[src/rtl/gsp_pkg.sv]
`timescale 1ns / 1ps
// Shared types and constants for the gesture sensor message parser.
package gsp_pkg;

   localparam int unsigned MaxMsgBytesDefault = 256;

   localparam logic [7:0] MsgIdStatus = 8'h15;
   localparam logic [7:0] MsgIdFwInfo = 8'h83;
   localparam logic [7:0] MsgIdSensor = 8'h91;

   localparam logic [7:0] IdxMsgId    = 8'd3;
   localparam logic [7:0] IdxMaskLo   = 8'd4;
   localparam logic [7:0] IdxMaskHi   = 8'd5;
   localparam logic [7:0] IdxSysInfo  = 8'd7;
   localparam logic [4:0] FieldBase   = 5'd8;
   localparam logic [4:0] WheelLowMask = 5'h1F;

   typedef enum logic [1:0] {
      KIND_STATUS  = 2'd0,
      KIND_FW_INFO = 2'd1,
      KIND_SENSOR  = 2'd2,
      KIND_UNKNOWN = 2'd3
   } msg_kind_type;

   typedef struct packed {
      msg_kind_type msg_kind;
      logic         gesture_valid;
      logic [31:0]  gesture_word;
      logic         touch_valid;
      logic [31:0]  touch_word;
      logic         wheel_valid;
      logic [4:0]   wheel_position;
      logic [2:0]   wheel_count;
      logic         xyz_valid;
      logic [15:0]  pos_x;
      logic [15:0]  pos_y;
      logic [15:0]  pos_z;
   } result_type;

endpackage

[src/rtl/gsp_field_capture.sv]
`timescale 1ns / 1ps
// Per-beat message state: byte index, header capture, field offset match and assembly.
module gsp_field_capture #(
   parameter int unsigned MAX_MSG_BYTES = gsp_pkg::MaxMsgBytesDefault
) (
   input  logic                 clock,
   input  logic                 reset,
   input  logic                 accept,
   input  logic [7:0]           rx_byte,
   input  logic                 end_of_msg,
   output logic                 push,
   output gsp_pkg::result_type  result
);

   logic [7:0]  byte_index_ff,  byte_index_in;
   logic [7:0]  message_id_ff,  message_id_in;
   logic [15:0] field_mask_ff,  field_mask_in;
   logic [7:0]  system_info_ff, system_info_in;
   logic [31:0] gesture_ff,     gesture_in;
   logic [31:0] touch_ff,       touch_in;
   logic [7:0]  wheel_ff,       wheel_in;
   logic [47:0] xyz_ff,         xyz_in;
   logic [3:0]  recv_ff,        recv_in;

   logic [7:0]  msg_id_upd;
   logic [15:0] mask_upd;
   logic [7:0]  sys_upd;
   logic [31:0] gesture_upd;
   logic [31:0] touch_upd;
   logic [7:0]  wheel_upd;
   logic [47:0] xyz_upd;
   logic [3:0]  recv_upd;

   logic        in_range;
   logic [4:0]  gpos, tpos, wpos, xpos;
   logic [7:0]  gdiff, tdiff, xdiff;
   logic        g_hit, t_hit, x_hit, x_en;
   logic        sensor, gv, tv, wv, xv;

   always_comb begin
      in_range = {1'b0, byte_index_ff} < 9'(MAX_MSG_BYTES);

      gpos = gsp_pkg::FieldBase + (field_mask_ff[0] ? 5'd2 : 5'd0);
      tpos = gpos + (field_mask_ff[1] ? 5'd4 : 5'd0);
      wpos = tpos + (field_mask_ff[2] ? 5'd4 : 5'd0);
      xpos = wpos + (field_mask_ff[3] ? 5'd2 : 5'd0);

      gdiff = byte_index_ff - {3'b000, gpos};
      tdiff = byte_index_ff - {3'b000, tpos};
      xdiff = byte_index_ff - {3'b000, xpos};

      x_en  = field_mask_ff[4] && system_info_ff[0];
      g_hit = in_range && field_mask_ff[1] && (byte_index_ff >= {3'b000, gpos})
              && (gdiff < 8'd4);
      t_hit = in_range && field_mask_ff[2] && (byte_index_ff >= {3'b000, tpos})
              && (tdiff < 8'd4);
      x_hit = in_range && x_en && (byte_index_ff >= {3'b000, xpos}) && (xdiff < 8'd6);

      msg_id_upd  = message_id_ff;
      mask_upd    = field_mask_ff;
      sys_upd     = system_info_ff;
      gesture_upd = gesture_ff;
      touch_upd   = touch_ff;
      wheel_upd   = wheel_ff;
      xyz_upd     = xyz_ff;
      recv_upd    = recv_ff;

      if (in_range) begin
         if (byte_index_ff == gsp_pkg::IdxMsgId) msg_id_upd = rx_byte;
         if (byte_index_ff == gsp_pkg::IdxMaskLo) mask_upd[7:0] = rx_byte;
         if (byte_index_ff == gsp_pkg::IdxMaskHi) mask_upd[15:8] = rx_byte;
         if (byte_index_ff == gsp_pkg::IdxSysInfo) sys_upd = rx_byte;
      end
      if (g_hit) begin
         gesture_upd = gesture_ff | (32'(rx_byte) << {gdiff[1:0], 3'b000});
         if (gdiff[1:0] == 2'd3) recv_upd[0] = 1'b1;
      end
      if (t_hit) begin
         touch_upd = touch_ff | (32'(rx_byte) << {tdiff[1:0], 3'b000});
         if (tdiff[1:0] == 2'd3) recv_upd[1] = 1'b1;
      end
      if (in_range && field_mask_ff[3]) begin
         if (byte_index_ff == {3'b000, wpos}) wheel_upd = rx_byte;
         if (byte_index_ff == {3'b000, wpos} + 8'd1) recv_upd[2] = 1'b1;
      end
      if (x_hit) begin
         xyz_upd = xyz_ff | (48'(rx_byte) << {xdiff[2:0], 3'b000});
         if (xdiff[2:0] == 3'd5) recv_upd[3] = 1'b1;
      end

      case (msg_id_upd)
         gsp_pkg::MsgIdStatus: result.msg_kind = gsp_pkg::KIND_STATUS;
         gsp_pkg::MsgIdFwInfo: result.msg_kind = gsp_pkg::KIND_FW_INFO;
         gsp_pkg::MsgIdSensor: result.msg_kind = gsp_pkg::KIND_SENSOR;
         default:              result.msg_kind = gsp_pkg::KIND_UNKNOWN;
      endcase
      sensor = (result.msg_kind == gsp_pkg::KIND_SENSOR);
      gv = sensor && mask_upd[1] && recv_upd[0];
      tv = sensor && mask_upd[2] && recv_upd[1];
      wv = sensor && mask_upd[3] && sys_upd[1] && recv_upd[2];
      xv = sensor && mask_upd[4] && sys_upd[0] && recv_upd[3];

      result.gesture_valid  = gv;
      result.gesture_word   = gv ? gesture_upd : 32'd0;
      result.touch_valid    = tv;
      result.touch_word     = tv ? touch_upd : 32'd0;
      result.wheel_valid    = wv;
      result.wheel_position = wv ? (wheel_upd[4:0] & gsp_pkg::WheelLowMask) : 5'd0;
      result.wheel_count    = wv ? wheel_upd[7:5] : 3'd0;
      result.xyz_valid      = xv;
      result.pos_x          = xv ? xyz_upd[15:0]  : 16'd0;
      result.pos_y          = xv ? xyz_upd[31:16] : 16'd0;
      result.pos_z          = xv ? xyz_upd[47:32] : 16'd0;

      push = accept && end_of_msg;

      byte_index_in  = (byte_index_ff == 8'hFF) ? byte_index_ff : byte_index_ff + 8'd1;
      message_id_in  = msg_id_upd;
      field_mask_in  = mask_upd;
      system_info_in = sys_upd;
      gesture_in     = gesture_upd;
      touch_in       = touch_upd;
      wheel_in       = wheel_upd;
      xyz_in         = xyz_upd;
      recv_in        = recv_upd;
      if (end_of_msg) begin
         byte_index_in  = 8'd0;
         message_id_in  = 8'd0;
         field_mask_in  = 16'd0;
         system_info_in = 8'd0;
         gesture_in     = 32'd0;
         touch_in       = 32'd0;
         wheel_in       = 8'd0;
         xyz_in         = 48'd0;
         recv_in        = 4'd0;
      end
   end

   always_ff @(posedge clock) begin
      if (reset) begin
         byte_index_ff  <= 8'd0;
         message_id_ff  <= 8'd0;
         field_mask_ff  <= 16'd0;
         system_info_ff <= 8'd0;
         gesture_ff     <= 32'd0;
         touch_ff       <= 32'd0;
         wheel_ff       <= 8'd0;
         xyz_ff         <= 48'd0;
         recv_ff        <= 4'd0;
      end else if (accept) begin
         byte_index_ff  <= byte_index_in;
         message_id_ff  <= message_id_in;
         field_mask_ff  <= field_mask_in;
         system_info_ff <= system_info_in;
         gesture_ff     <= gesture_in;
         touch_ff       <= touch_in;
         wheel_ff       <= wheel_in;
         xyz_ff         <= xyz_in;
         recv_ff        <= recv_in;
      end
   end

   a_restart_after_last: assert property (@(posedge clock) disable iff (reset)
      (accept && end_of_msg) |=> (byte_index_ff == 8'd0 && recv_ff == 4'd0))
      else $error("message state not cleared after last beat");

   a_index_advance: assert property (@(posedge clock) disable iff (reset)
      (accept && !end_of_msg && byte_index_ff != 8'hFF)
      |=> (byte_index_ff == $past(byte_index_ff) + 8'd1))
      else $error("byte index did not advance");

   a_recv_needs_mask: assert property (@(posedge clock) disable iff (reset)
      (!recv_ff[0] || field_mask_ff[1]) && (!recv_ff[1] || field_mask_ff[2])
      && (!recv_ff[2] || field_mask_ff[3]) && (!recv_ff[3] || field_mask_ff[4]))
      else $error("field marked received without its mask bit");

endmodule

[src/rtl/gsp_result_buffer.sv]
`timescale 1ns / 1ps
// Two-entry result register with skid stage between the parser and the result channel.
module gsp_result_buffer (
   input  logic                 clock,
   input  logic                 reset,
   input  logic                 push,
   input  gsp_pkg::result_type  push_data,
   input  logic                 out_stall,
   output logic                 out_valid,
   output gsp_pkg::result_type  out_data,
   output logic                 full
);

   logic                main_valid_ff, main_valid_in;
   logic                skid_valid_ff, skid_valid_in;
   gsp_pkg::result_type main_ff, main_in;
   gsp_pkg::result_type skid_ff, skid_in;
   logic                pop;

   always_comb begin
      pop           = main_valid_ff && !out_stall;
      main_valid_in = main_valid_ff;
      main_in       = main_ff;
      skid_valid_in = skid_valid_ff;
      skid_in       = skid_ff;
      if (!main_valid_ff || pop) begin
         if (skid_valid_ff) begin
            main_valid_in = 1'b1;
            main_in       = skid_ff;
            skid_valid_in = 1'b0;
         end else begin
            main_valid_in = push;
            main_in       = push_data;
         end
      end else if (push) begin
         skid_valid_in = 1'b1;
         skid_in       = push_data;
      end
   end

   always_ff @(posedge clock) begin
      if (reset) begin
         main_valid_ff <= 1'b0;
         skid_valid_ff <= 1'b0;
      end else begin
         main_valid_ff <= main_valid_in;
         skid_valid_ff <= skid_valid_in;
      end
      main_ff <= main_in;
      skid_ff <= skid_in;
   end

   assign out_valid = main_valid_ff;
   assign out_data  = main_ff;
   assign full      = skid_valid_ff;

   a_skid_behind_main: assert property (@(posedge clock) disable iff (reset)
      skid_valid_ff |-> main_valid_ff)
      else $error("skid entry held while output register empty");

   a_no_push_when_full: assert property (@(posedge clock) disable iff (reset)
      skid_valid_ff |-> !push)
      else $error("result pushed into full buffer");

   a_skid_refills_main: assert property (@(posedge clock) disable iff (reset)
      (skid_valid_ff && pop) |=> (main_valid_ff && !skid_valid_ff))
      else $error("skid entry lost on drain");

endmodule

[src/rtl/gesture_sensor_message_parser.sv]
`timescale 1ns / 1ps
// Top level of the gesture sensor message parser.
// Takes one message byte per beat on the req_ channel at a sustained rate of one beat
// per clock while req_stall is low; header bytes and field bytes are matched against
// offsets derived from the field mask and captured in the same cycle. The beat carrying
// req_end_of_msg yields one result, registered in a two-entry output buffer that feeds
// the rsp_ channel, and the parser is ready for the next message immediately; req_stall
// is high while both entries are occupied, which happens only after the result channel
// has stalled. Bytes at index MAX_MSG_BYTES and beyond are ignored.
module gesture_sensor_message_parser #(
   parameter int unsigned MAX_MSG_BYTES = gsp_pkg::MaxMsgBytesDefault
) (
   input  logic        clock,
   input  logic        reset,
   input  logic        req_valid,
   output logic        req_stall,
   input  logic [7:0]  req_rx_byte,
   input  logic        req_end_of_msg,
   output logic        rsp_valid,
   input  logic        rsp_stall,
   output logic [1:0]  rsp_msg_kind,
   output logic        rsp_gesture_valid,
   output logic [31:0] rsp_gesture_word,
   output logic        rsp_touch_valid,
   output logic [31:0] rsp_touch_word,
   output logic        rsp_wheel_valid,
   output logic [4:0]  rsp_wheel_position,
   output logic [2:0]  rsp_wheel_count,
   output logic        rsp_xyz_valid,
   output logic [15:0] rsp_pos_x,
   output logic [15:0] rsp_pos_y,
   output logic [15:0] rsp_pos_z
);

   logic                accept;
   logic                push;
   logic                full;
   gsp_pkg::result_type result;
   gsp_pkg::result_type out_data;

   assign req_stall = full;
   assign accept    = req_valid && !full;

   gsp_field_capture #(
      .MAX_MSG_BYTES(MAX_MSG_BYTES)
   ) u_capture (
      .clock      (clock),
      .reset      (reset),
      .accept     (accept),
      .rx_byte    (req_rx_byte),
      .end_of_msg (req_end_of_msg),
      .push       (push),
      .result     (result)
   );

   gsp_result_buffer u_buffer (
      .clock     (clock),
      .reset     (reset),
      .push      (push),
      .push_data (result),
      .out_stall (rsp_stall),
      .out_valid (rsp_valid),
      .out_data  (out_data),
      .full      (full)
   );

   assign rsp_msg_kind       = out_data.msg_kind;
   assign rsp_gesture_valid  = out_data.gesture_valid;
   assign rsp_gesture_word   = out_data.gesture_word;
   assign rsp_touch_valid    = out_data.touch_valid;
   assign rsp_touch_word     = out_data.touch_word;
   assign rsp_wheel_valid    = out_data.wheel_valid;
   assign rsp_wheel_position = out_data.wheel_position;
   assign rsp_wheel_count    = out_data.wheel_count;
   assign rsp_xyz_valid      = out_data.xyz_valid;
   assign rsp_pos_x          = out_data.pos_x;
   assign rsp_pos_y          = out_data.pos_y;
   assign rsp_pos_z          = out_data.pos_z;

endmodule

[config.mk]
export PLATFORM = sky130hd
export DESIGN_NAME = gesture_sensor_message_parser
export DESIGN_NICKNAME = d
export VERILOG_FILES = /design/src/rtl/gsp_pkg.sv /design/src/rtl/gsp_field_capture.sv /design/src/rtl/gsp_result_buffer.sv /design/src/rtl/gesture_sensor_message_parser.sv
export SDC_FILE = /design/constraint.sdc
export NUM_CORES = 1
export LEC_CHECK = 0
export BUFFER_PORTS_ARGS = -buffer_cell sky130_fd_sc_hd__buf_4
export CORE_AREA = 2 2 170 172
export DETAILED_ROUTE_END_ITERATION = 10
export DIE_AREA = 0 0 172 174
export PLACE_DENSITY = 0.78
export SYNTH_ARGS = -nofsm -noshare
export SYNTH_HDL_FRONTEND = slang
export SYNTH_SLANG_ARGS = --single-unit
[constraint.sdc]
create_clock -name clock -period 22.8 [get_ports clock]
set_clock_uncertainty 0.2 [all_clocks]
set_input_delay 4.56 -clock clock [delete_from_list [all_inputs] [get_ports clock]]
set_output_delay 4.56 -clock clock [all_outputs]
set_load 0.02 [all_outputs]
# --- Yosys cells after proc, flatten, opt, wreduce, memory -nomap -nowiden ---
# Index checks and enable logic that the tools add are counted.
totals:
  ff_bits: 401
  inputBits: 13
  output_inout_bits: 128
  elab_cells: 141
classes:
  addsub: 9
  n_lt_le_gt_ge: 6
  n_eq_ne: 14
  shift: 3
  mux: 40
  bitwise: 4
  n_reduce_logical: 29
op_table:
  columns: ["cell", "n"]
  rows:
  - ["32-bit 2-to-1 mux", 6]
  - ["126-bit 2-to-1 mux", 1]
  - ["48-bit 2-to-1 mux", 2]
  - ["32-bit bitwise OR", 2]
  - ["8-bit by 5-bit << shifter with 32-bit output", 2]
  - ["8-bit 2-to-1 mux", 7]
  - ["16-bit 2-to-1 mux", 3]
  - ["48-bit bitwise OR", 1]
  - ["8-bit by 6-bit << shifter with 48-bit output", 1]
  - ["8-bit equality test, second input constant", 3]
  - ["8-bit by 5-bit >= comparator with 1-bit output", 3]
  - ["8-bit by 3-bit < comparator with 1-bit output, second input constant", 3]
  - ["8-bit by 5-bit subtractor with 8-bit output", 3]
  - ["1-bit logical AND", 20]
  - ["8-bit by 3-bit equality test with 1-bit output, second input constant", 2]
  - ["5-bit adder", 3]
  - ["5-bit 2-to-1 mux", 3]
  - ["1-bit 2-to-1 mux", 9]
  - ["3-bit 2-to-1 mux", 3]
  - ["8-bit by 1-bit adder with 8-bit output, second input constant", 1]
  - ["8-bit by 2-bit equality test with 1-bit output, second input constant", 1]
  - ["8-bit by 5-bit equality test with 1-bit output", 1]
  - ["8-bit by 5-bit equality test with 1-bit output, second input constant", 1]
  - ["8-bit equality test", 1]
  - ["other kinds (14)", 23]

# --- Logic depth before layout (Yosys ltp) ---
# Gate-level depths: netlist (run 1).
logic_depth:
  word_depth: 12
  mapped_depth: 13
  depth_no_buf: 10

# --- Hierarchy ---
# From an unflattened synthesis (run 1), not the netlist that was laid out.
hier_totals:
  cells_unflattened: 1457
  area_unflattened_um2: 17290.3
modules_own_cells:
  columns: ["mod", "instances", "cells_each", "area_each_um2", "seq_area_each_um2"]
  rows:
  - ["gsp_result_buffer", 1, 399, 9260.1, 7607.3]
  - ["gsp_field_capture", 1, 1057, 8016.4, 2942.8]
  - ["gesture_sensor_message_parser", 1, 1, 13.8, 0.0]

# --- Worst setup path after synthesis (run 1) ---
# OpenSTA, ideal clock, no wires.
synth_path:
  kind: "input port to flip-flop"
  startpoint: "input port rsp_stall"
  endpoint: "register u_buffer.skid_ff[0] (netlist name) (enable)"
  setup_ns: 0.612
  t_arrival_ns: 13.043
  required_ns: 21.988
  path_slack_ns: 8.945
  cell_stages: 2
  path_buffers: 0
  cell_sequence: "nand2_1 nor2_1"
synth_between:
  elab_chain_len: 5
synth_rtl:
  columns: ["item", "line", "rtl"]
  rows:
  - ["from (decl)", "gesture_sensor_message_parser.sv:20", "input logic rsp_stall,"]
  - ["1-bit zero test", "gsp_result_buffer.sv:21", "pop = main_valid_ff && !out_stall;"]
  - ["1-bit logical AND", "gsp_result_buffer.sv:21", null]
  - ["1-bit logical OR", "gsp_result_buffer.sv:26", "if (!main_valid_ff || pop) begin"]
  - ["1-bit NOT (no line)", null, null]
  - ["2-bit AND reduction (no line)", null, null]
  - ["to (signal assigned)", "gsp_result_buffer.sv:50", "skid_ff <= skid_in;"]
  - ["to (decl)", "gsp_result_buffer.sv:17", "gsp_pkg::result_type skid_ff, skid_in;"]
# Every way passes these cells.
# A chain may end at the register's enable or synchronous reset.

# --- Worst setup path in the final report (run 1) ---
layout_path:
  startpoint: "input port req_rx_byte[5]"
  endpoint: "register u_buffer.main_ff, in the netlist u_buffer.out_data[3], data pin"
layout_between:
  elab_chain_len: 9
  word_cells_on_any_way: 11
  cone_classes: "4 x eq/ne; 4 x mux; 3 x reduce/logical"
layout_rtl:
  columns: ["item", "line", "rtl"]
  rows:
  - ["from (decl)", "gesture_sensor_message_parser.sv:17", "input logic [7:0] req_rx_byte,"]
  - ["8-bit 2-to-1 mux *", "gsp_field_capture.sv:69", "if (byte_index_ff == gsp_pkg::IdxMsgId) msg_id_upd = rx_byte;"]
  - ["8-bit equality test or 8-bit by 5-bit equality test with 1-bit output (tied branches)", "gsp_field_capture.sv:91", "case (msg_id_upd)"]
  - ["2-bit one-hot mux with 3 select lines *", "gsp_field_capture.sv:91", null]
  - ["2-bit equality test *", "gsp_field_capture.sv:97", "sensor = (result.msg_kind == gsp_pkg::KIND_SENSOR);"]
  - ["1-bit logical AND * (3 in a row)", "gsp_field_capture.sv:101", "xv = sensor && mask_upd[4] && sys_upd[0] && recv_upd[3];"]
  - ["16-bit 2-to-1 mux *", "gsp_field_capture.sv:113", "result.pos_z = xv ? xyz_upd[47:32] : 16'd0;"]
  - ["126-bit 2-to-1 mux *", "gsp_result_buffer.sv:27", "if (skid_valid_ff) begin"]
  - ["to (signal assigned)", "gsp_result_buffer.sv:49", "main_ff <= main_in;"]
  - ["to (decl)", "gsp_result_buffer.sv:16", "gsp_pkg::result_type main_ff, main_in;"]
# Mark *: on every way between the ends. The rest lies on a longest branch, timed or not.

==> impl_metrics.toml, run 1 <==
[sta]
fin_tns_setup_ps = 0
finalCritPeriodShare = 0.299
rsz0062_at_grt = "false"
tightest_slew_ps = 1170
drv_slew = 0
setup_viol = 0
finalCriticalPeriod_ps = 6820
hold_viol_final = 0
fmax_mhz = 147
relSlewSlack = 0.218

[floorplanning]
rows = 62
die_y_um = 174
start_util = 0.579
dieArea_um2 = 29900
die_x_um = 172
coreArea_um2 = 28200
pin_count = 141

[cts]
cts_tree = "built"
cts_buffers = 40
insertion_delay_ps = 530
htreeDepth = 2
clockRootBuffer = "clkbuf_16"
clk_pin_slew_ps = 60
cts_sinks = 401
clk_path_buf_depth = 3
post_cts_buffers = 0
cts_resized = 0
ctsHoldBuffers = 0

[critical_path]
start_kind = "input pin"
critPathMaxFanout = 98
crit_path_end_kind = "register"
cp.required_ps = 22910
worstPathArrival_ps = 6930
path_class = "in2reg"

[yosys]
syn-num-nets = 1535
synth-async-reset-ratio = 0
synth_top_cell_by_area = "edfxtp_1"
syn_avg_cell_area_um2 = 10.8
syn_inst = 1508
ys_ff_latch = 401
synth_area_um2 = 16400
synth_edf_count = 252
synth_seq_area_share = 0.645
yosysTopAreaCellShare = 0.463
yosys-top-cells-area = "edfxtp_1 (46%), dfxtp_1 (18%), nor2_1 (6.2%)"
synth_warnings = 0
synth_ff_type = "edfxtp_1"
synth_cell_types = 53

[global_route]
antenna_found_initial = 0
grt_util_all_layers = 0.246
grt_max_degree = 99
grt_pass1_wl_um = 57400
grt_overflow_total = 0
grt_pass1_vias = 10700

[routing]
drcViolationCount = 0
dr.first_iter.drc_count = 1249
dr.pass1.iters = 5
vias_per_cell = 5.86
antenna_left = 0
wl_um = 37300
drt-wirelength-per-cell_um = 18.7
vias = 11700

[flow_run]
maxCapViolations = 0

[power_and_ir_drop]
ir_worst_vdd_mv = 0.0523
powerDensity_nw_per_um2 = 79.0
power_leakage_nw = 6.27

[worst_hold_path]
hold_path.class = "reg2reg"

[layout]
final_util = 0.666
area_delta_synth_final_pct = 15.0
diodes = 0
drive_gt1_frac = 0.150
nets = 1610

[place]
portBuffers = 140
place_congestion = 0.901
dp_hpwl_um = 22600

[outcome]
status = "complete, no violations"
==> report_power, final <==
group / switching [mW] / internal, mW
logic: 0.0442 / 0.0173
clock network: 0.259 / 0.382
registers: 0.00529 / 0.778
==> flip-flops by register name, summed over array words and instances (netlist names) <==
| register | cells |
|---|---|
| u_buffer.full | 1 |
| u_buffer.out_data | 126 |
| u_buffer.out_valid | 1 |
| u_buffer.skid_ff | 126 |
| u_capture.byte_index_ff | 8 |
| u_capture.field_mask_ff | 5 |
| u_capture.gesture_ff | 32 |
| u_capture.message_id_ff | 8 |
| u_capture.recv_ff | 4 |
| u_capture.system_info_ff | 2 |
| u_capture.touch_ff | 32 |
| u_capture.wheel_ff | 8 |
| u_capture.xyz_ff | 48 |
==> area by class of cell <==
| cell class | instances | area [um^2] |
|---|---|---|
| inverters | 28 | 105 |
| clock inverters | 14 | 143 |
| multi-input cells | 959 | 5240 |
| fillers | 2146 | 9420 |
| repair buffers | 153 | 1150 |
| well taps | 384 | 480 |
| flip-flops and latches | 401 | 10600 |
| clock buffers | 57 | 1140 |
==> synthesized netlist by cell type, drive strengths merged (2+ instances only) <==
cell / instances
a21oi: 167
a31oi: 26
inv: 28
nor2b: 15
a31o: 2
nor3b: 2
buf: 32
and3b: 2
a41oi: 3
nor3: 16
fa: 3
o21ai: 61
nand3: 10
dfxtp: 149
nor2: 270
or3: 3
nand4: 4
o31ai: 122
xor2: 3
and2: 11
edfxtp: 252
nand3b: 2
ha: 11
nand2b: 3
nor4: 2
clkbuf: 88
mux2: 6
nand2: 155
nor4b: 5
and3: 3
mux2i: 14
xnor2: 4
a22oi: 19
nor4bb: 2
nand4b: 2
a32oi: 3
==> cell usage in the layout (no fill, tap or decap), types with 14 or more instances in the layout <==
| master | netlist | routed |
|---|---|---|
| nor2_1 | 270 | 269 |
| edfxtp_1 | 252 | 252 |
| a21oi_1 | 167 | 166 |
| nand2_1 | 155 | 154 |
| buf_4 | 0 | 153 |
| dfxtp_1 | 149 | 148 |
| o31ai_1 | 116 | 116 |
| o21ai_0 | 57 | 57 |
| clkbuf_16 | 0 | 42 |
| inv_1 | 28 | 28 |
| a31oi_1 | 26 | 26 |
| a22oi_1 | 19 | 19 |
| nor2b_1 | 15 | 14 |
| mux2i_1 | 14 | 14 |
==> worst max-delay path, cell delays in order <==
cell and delay (ps):
buf_4 180, nor4b_1 450, nand4b_1 170, mux2i_1 390, nand3_1 160, o21a_4 530, o31ai_1 440
==> metal layers <==
| metal | global-route usage | wire (um) |
|---|---|---|
| met3 | 0.0405 | 2610 |
| met2 | 0.395 | 17900 |
| met1 | 0.342 | 15600 |
| met4 | 0.0819 | 1110 |
| met5 | 0 | 0 |
==> worst paths after layout <==
path	startpoint	slack (ps)	end	depth (start not counted)
hold / removal	u_capture.xyz_ff[38]	260	u_capture.xyz_ff[38]	2
setup / recovery	req_rx_byte[5]	15980	u_buffer.out_data[3]	7
setup reg to reg	u_capture.field_mask_ff[3]	18400	u_capture.xyz_ff[44]	10
hold reg to reg	u_capture.xyz_ff[38]	260	u_capture.xyz_ff[38]	2
==> stage by stage <==
stage	power, mW	hold slack (ps)	worst slack, ps	cells	area, um^2
after detailed placement	0.860	244	15500	1925	17500
after CTS	1.49	257	16040	1996	18800
after global placement	0.859	236	15580	1925	17500
after floorplan	0.833	225	8940	1508	16400
final	1.49	256	15980	1996	18800
after global routing	1.53	290	15720	1996	18800
==> cell families after synthesis <==
| kind of cell | count (synthesis) | synth area share |
|---|---|---|
| and+or+nand+nor | 510 | 0.133 |
| AOI/OAI and AO/OA | 408 | 0.155 |
| DFF | 401 | 0.645 |
| buffers and inverters | 148 | 0.0382 |
| muxes | 20 | 0.0127 |
| adders and majority gates | 14 | 0.0121 |
| xor gates and xnor gates | 7 | 0.00375 |
Note: power is estimated with default switching activity, not from simulation.
==> inputs of run 2 (changes only) <==
Settings changed: CORE_AREA 2 2 170 172 to 2 2 178 180, DIE_AREA 0 0 172 174 to 0 0 180 182, PLACE_DENSITY 0.78 to 0.75.
Clock period 22.8 ns to 6 ns, I/O delays scaled along.
==> run 2 against run 1 <==
Effect of this change: combinational power grew to 3.9 times the previous value; cell count up 1.1%; first-iteration DRC count increased by 2.6%; global-route usage down 1.4 points; sequential share of layout area is 0.26 points lower; wire length grew 5.1%; hold slack gained 0.98 ps; sequential cell count stayed put; total power rose to 3.9 times the previous value; clock-buffer cell count rose by 8; critical path depth grew 3; critical path type is now reg2reg; die area grew 9.5%.
==> impl_metrics.toml, run 2 (synthesized netlist as in run 1, its figures left out) <==
[sta]
drv_slew = 0
hold_viol_final = 0
finalCritPeriodShare = 0.715
relSlewSlack = 0.188
hold_slack_ps = 257
fin_tns_setup_ps = 0
tightest_slew_ps = 1220
fmax_mhz = 233
finalCriticalPeriod_ps = 4290
setup_viol = 0
rsz0062_at_grt = "false"

[critical_path]
cpMaxStageDelayCell = "nor3_2"
critPathLaunch = "u_capture.field_mask_ff[0]"
timing.rr.start = "u_capture.field_mask_ff[0]"
start_kind = "register"
cp.required_ps = 6200
crit_top_cell = "ha_1"
ff2ff_setup_slack_ps = 1710
critPathMaxFanout = 17
r2r_end = "u_capture.xyz_ff[36]"
path_class = "reg2reg"
worstPathArrival_ps = 4490
cp-endpoint = "u_capture.xyz_ff[36]"
crit_chain = "ha_1 > fa_1 > inv_1 > ha_1 > nand3b_1 > a211o_1 > and3_1 > nor3_2 > nand3_1 > o31ai_1"
critPathMaxStageDelay_ps = 830
crit_path_end_kind = "register"
r2r_cells = 10

[layout]
diodes = 0
nets = 1610
layout_common_cells = "nor2_1 (269), edfxtp_1 (252), a21oi_1 (166), nand2_1 (154), buf_4 (153)"
final_common_cell = "nor2_1"
area_delta_synth_final_pct = 15.6
drive_gt1_frac = 0.152
postLayoutCellArea_um2 = 18900
fillers = 2428
final_util = 0.610
seq_area_um2 = 10600
multi_input_area_um2 = 5250

[routing]
vias = 11800
drcViolationCount = 0
vias_per_cell = 5.86
wl_met3_um = 2590
drt-wirelength-per-cell_um = 19.4
met2_length_um = 19000
wl_met1_um = 16400
dr.pass1.iters = 8
wl_um = 39100
dr.first_iter.drc_count = 1282
antenna_left = 0
top_layer_used = "met4"

[power_and_ir_drop]
powerDensity_nw_per_um2 = 303
finalPower_mw = 5.72
power_leakage_nw = 6.30
ir_worst_vdd_mv = 0.193

[cts]
clk_pin_slew_ps = 60
cts_tree = "built"
insertion_delay_ps = 540
clockRootBuffer = "clkbuf_16"
cts_sinks = 401
ctsHoldBuffers = 0
cts_resized = 0
clk_path_buf_depth = 3
cts_buffers = 40
htreeDepth = 2
post_cts_buffers = 0

[global_route]
grt_pass1_wl_um = 60800
grt_pass1_vias = 11200
grt_util_all_layers = 0.231
antenna_found_initial = 0
grt_overflow_total = 0
grt_max_degree = 105

[floorplanning]
die_y_um = 182
start_util = 0.528
rows = 65
pin_count = 141
dieArea_um2 = 32800
die_x_um = 180
coreArea_um2 = 31000

[outcome]
status = "complete, no violations"

[place]
dp_hpwl_um = 23400
dpl_cell_area_um2 = 17600
portBuffers = 140
place_congestion = 0.923

[flow_run]
maxCapViolations = 0

[worst_hold_path]
hold_path.class = "reg2reg"
run 2: cell count changes in the layout (fill, tap and decap cells not counted), moves of 2 or more:
cell | before | now
clkinv_1 | 4 | 0
clkbuf_8 | 3 | 8
clkbuf_16 | 42 | 44
bufinv_16 | 3 | 1
clkbuf_1 | 11 | 13
run 2: how the worst min path moves through the flow:
stage,startpoint,endpoint,slack (ps),depth (start not counted)
finish,u_capture.xyz_ff[37],u_capture.xyz_ff[37],260,2
global route,u_capture.touch_ff[16],u_capture.touch_ff[16],290,2
CTS,u_capture.xyz_ff[37],u_capture.xyz_ff[37],260,2
detailed placement,u_capture.xyz_ff[37],u_capture.xyz_ff[37],240,2
global placement,u_capture.xyz_ff[35],u_capture.xyz_ff[35],240,2
floorplan,u_capture.recv_ff[3],u_capture.recv_ff[3],220,2
run 2: worst max-delay path, delay by kind of cell (launching register included):
kind            cells  cell delay [ps]
compound gates      2              680
fa+ha+maj           3             1030
buf+inv             1               70
flops               1              330
simple gates        4             1850
run 2: final cells by class:
cell class	instances	share of cell area
tap	402	0.0266
timing repair buffer	153	0.0608
sequential	401	0.558
multi-input combinational	959	0.278
clock buffer	65	0.0667
inverter	28	0.00556
clock inverter	9	0.00430
run 2: routing by layer:
metal  global-route usage  vias up
li1                     -     5572
met1                0.311     5719
met2                0.388      443
met3               0.0353       87
met4               0.0761        0
met5                    0        -
run 2: through the flow:
| step | instances | setup WS [ps] |
|---|---|---|
| floorplan | 1508 | 1360 |
| detailed placement | 1943 | 1770 |
| global route | 2017 | 1360 |
| finish | 2017 | 1710 |
| global placement | 1943 | 1940 |
| CTS | 2017 | 1760 |
run 2: where the power goes:
group	internal [mW]	total, mW	leakage (nW)	switching [mW]
logic	0.0660	0.237	2.04	0.171
clock network	1.48	2.51	0.663	1.02
registers	2.96	2.98	3.60	0.0212
total	4.51	5.72	6.30	1.22
==> inputs of run 3 (changes only) <==
Clock period 6 ns to 3.47 ns, I/O delays scaled along.
==> run 3 against run 2 <==
Effect of this change: wire length grew 0.12%; clock power grew 64%; non-clock buffer count grew 55; combinational power grew 86%; register-to-register slack lost 1600 ps; critical path depth grew 2; utilization grew 1.7 points; setup slack lost 1600 ps; sequential power grew 72%; hold slack lost 4.0 ps; total power grew 69%; clock-buffer cell count shrank 7; largest cell class unchanged.
==> impl_metrics.toml, run 3 (synthesized netlist as in run 1, its figures left out) <==
[place]
place_ws_ps = -112
dpl_cell_area_um2 = 18000
portBuffers = 140
place_congestion = 0.903
dp_hpwl_um = 24400

[critical_path]
worstPathArrival_ps = 3510
cpMaxStageDelayCell = "fa_1"
start_kind = "register"
crit_top_cell = "ha_1"
crit_path_end_kind = "register"
critPathMaxStageDelay_ps = 540
crit_chain = "ha_1 > fa_1 > inv_1 > ha_1 > nand3b_1 > a211o_1 > and3_4 > nor4b_4 > buf_6 > buf_12 > a21oi_2 > o31ai_1"
cp.required_ps = 3600
cp.buffers_inverters = 3
path_class = "reg2reg"
critPathMaxFanout = 6
path_delay_family = "adder cells"
ff2ff_setup_slack_ps = 90

[cts]
ctsHoldBuffers = 0
clk_path_buf_depth = 3
cts_sinks = 401
htreeDepth = 2
clockRootBuffer = "clkbuf_16"
cts_buffers = 40
cts_tree = "built"
clk_pin_slew_ps = 60
insertion_delay_ps = 530

[global_route]
grt_overflow_total = 0
grt_util_all_layers = 0.233
grt_max_degree = 102
grt_pass1_wl_um = 61100
grt_pass1_vias = 11400
antenna_found_initial = 1

[sta]
setup_viol = 0
hold_viol_final = 0
setup_ws_ps = 89.7
finalCritPeriodShare = 0.974
finalCriticalPeriod_ps = 3380
hold_slack_ps = 252
drv_slew = 0
fmax_mhz = 296
tightest_slew_ps = 1040
fin_tns_setup_ps = 0
relSlewSlack = 0.308
rsz0062_at_grt = "true"

[power_and_ir_drop]
power_leakage_nw = 6.61
powerDensity_nw_per_um2 = 499
ir_worst_vdd_mv = 0.288

[layout]
fillers = 2406
postLayoutCellArea_um2 = 19400
layout_common_cells = "nor2_1 (267), edfxtp_1 (252), buf_4 (196), a21oi_1 (162), nand2_1 (154)"
area_delta_synth_final_pct = 18.8
final_util = 0.627
nets = 1665
multi_input_area_um2 = 5340
drive_gt1_frac = 0.185
seq_area_um2 = 10600
final_common_cell = "nor2_1"

[routing]
vias_per_cell = 5.79
vias = 12000
dr.first_iter.drc_count = 1101
wl_um = 39200
dr.pass1.iters = 5
antenna_left = 0
drt-wirelength-per-cell_um = 18.9
drcViolationCount = 0

[worst_hold_path]
hold_path.class = "reg2reg"

[floorplanning]
coreArea_um2 = 31000
rows = 65
die_y_um = 182
pin_count = 141
dieArea_um2 = 32800
die_x_um = 180
start_util = 0.528

[outcome]
status = "complete, no violations"

[flow_run]
maxCapViolations = 0
[run 3: worst paths after layout]
path	to	start	cells after the start
min reg2reg	u_capture.xyz_ff[32]	u_capture.xyz_ff[32]	2
min	u_capture.xyz_ff[32]	u_capture.xyz_ff[32]	2
max reg2reg	u_buffer.out_data[39]	u_capture.field_mask_ff[0]	12
max	u_buffer.out_data[39]	u_capture.field_mask_ff[0]	12
[run 3: what timing repair did]
item	CTS	global route
pin swaps	0	7
gates cloned	0	1
resized for setup	3	24
buffers inserted	0	7
endpoints found under the hold margin	0	0
endpoints found under the setup margin	2	66
[run 3: worst min-delay path, stage by stage, from the launching register on]
cell and delay [ps]:
dfxtp_1 320, nand2_1 40, o21ai_0 50
[run 3: area by class of cell]
class | instances | area share
clock buffer | 58 | 0.0587
multi-input combinational | 959 | 0.275
timing repair buffer | 208 | 0.0861
inverter | 28 | 0.00541
antenna | 1 | 0.000129
tap | 402 | 0.0259
clock inverter | 16 | 0.00554
sequential | 401 | 0.543
[run 3: per-layer routing]
layer | vias up | routed length [um] | global-route usage
met5 | - | 0 | 0
met4 | 0 | 1280 | 0.0881
met3 | 82 | 2390 | 0.0383
met2 | 424 | 19200 | 0.390
met1 | 5809 | 16300 | 0.305
li1 | 5679 | - | -
[run 3: where the power goes]
group | internal, mW | leakage [nW] | switching [mW]
combinational | 0.134 | 2.40 | 0.306
sequential | 5.11 | 3.60 | 0.0292
clock | 2.36 | 0.614 | 1.75
[run 3: metrics by stage]
step                total power, mW  instances
floorplan                      5.46       1508
global placement               5.68       1990
detailed placement             5.68       1990
CTS                            9.75       2064
global route                   9.96       2073
finish                         9.69       2073
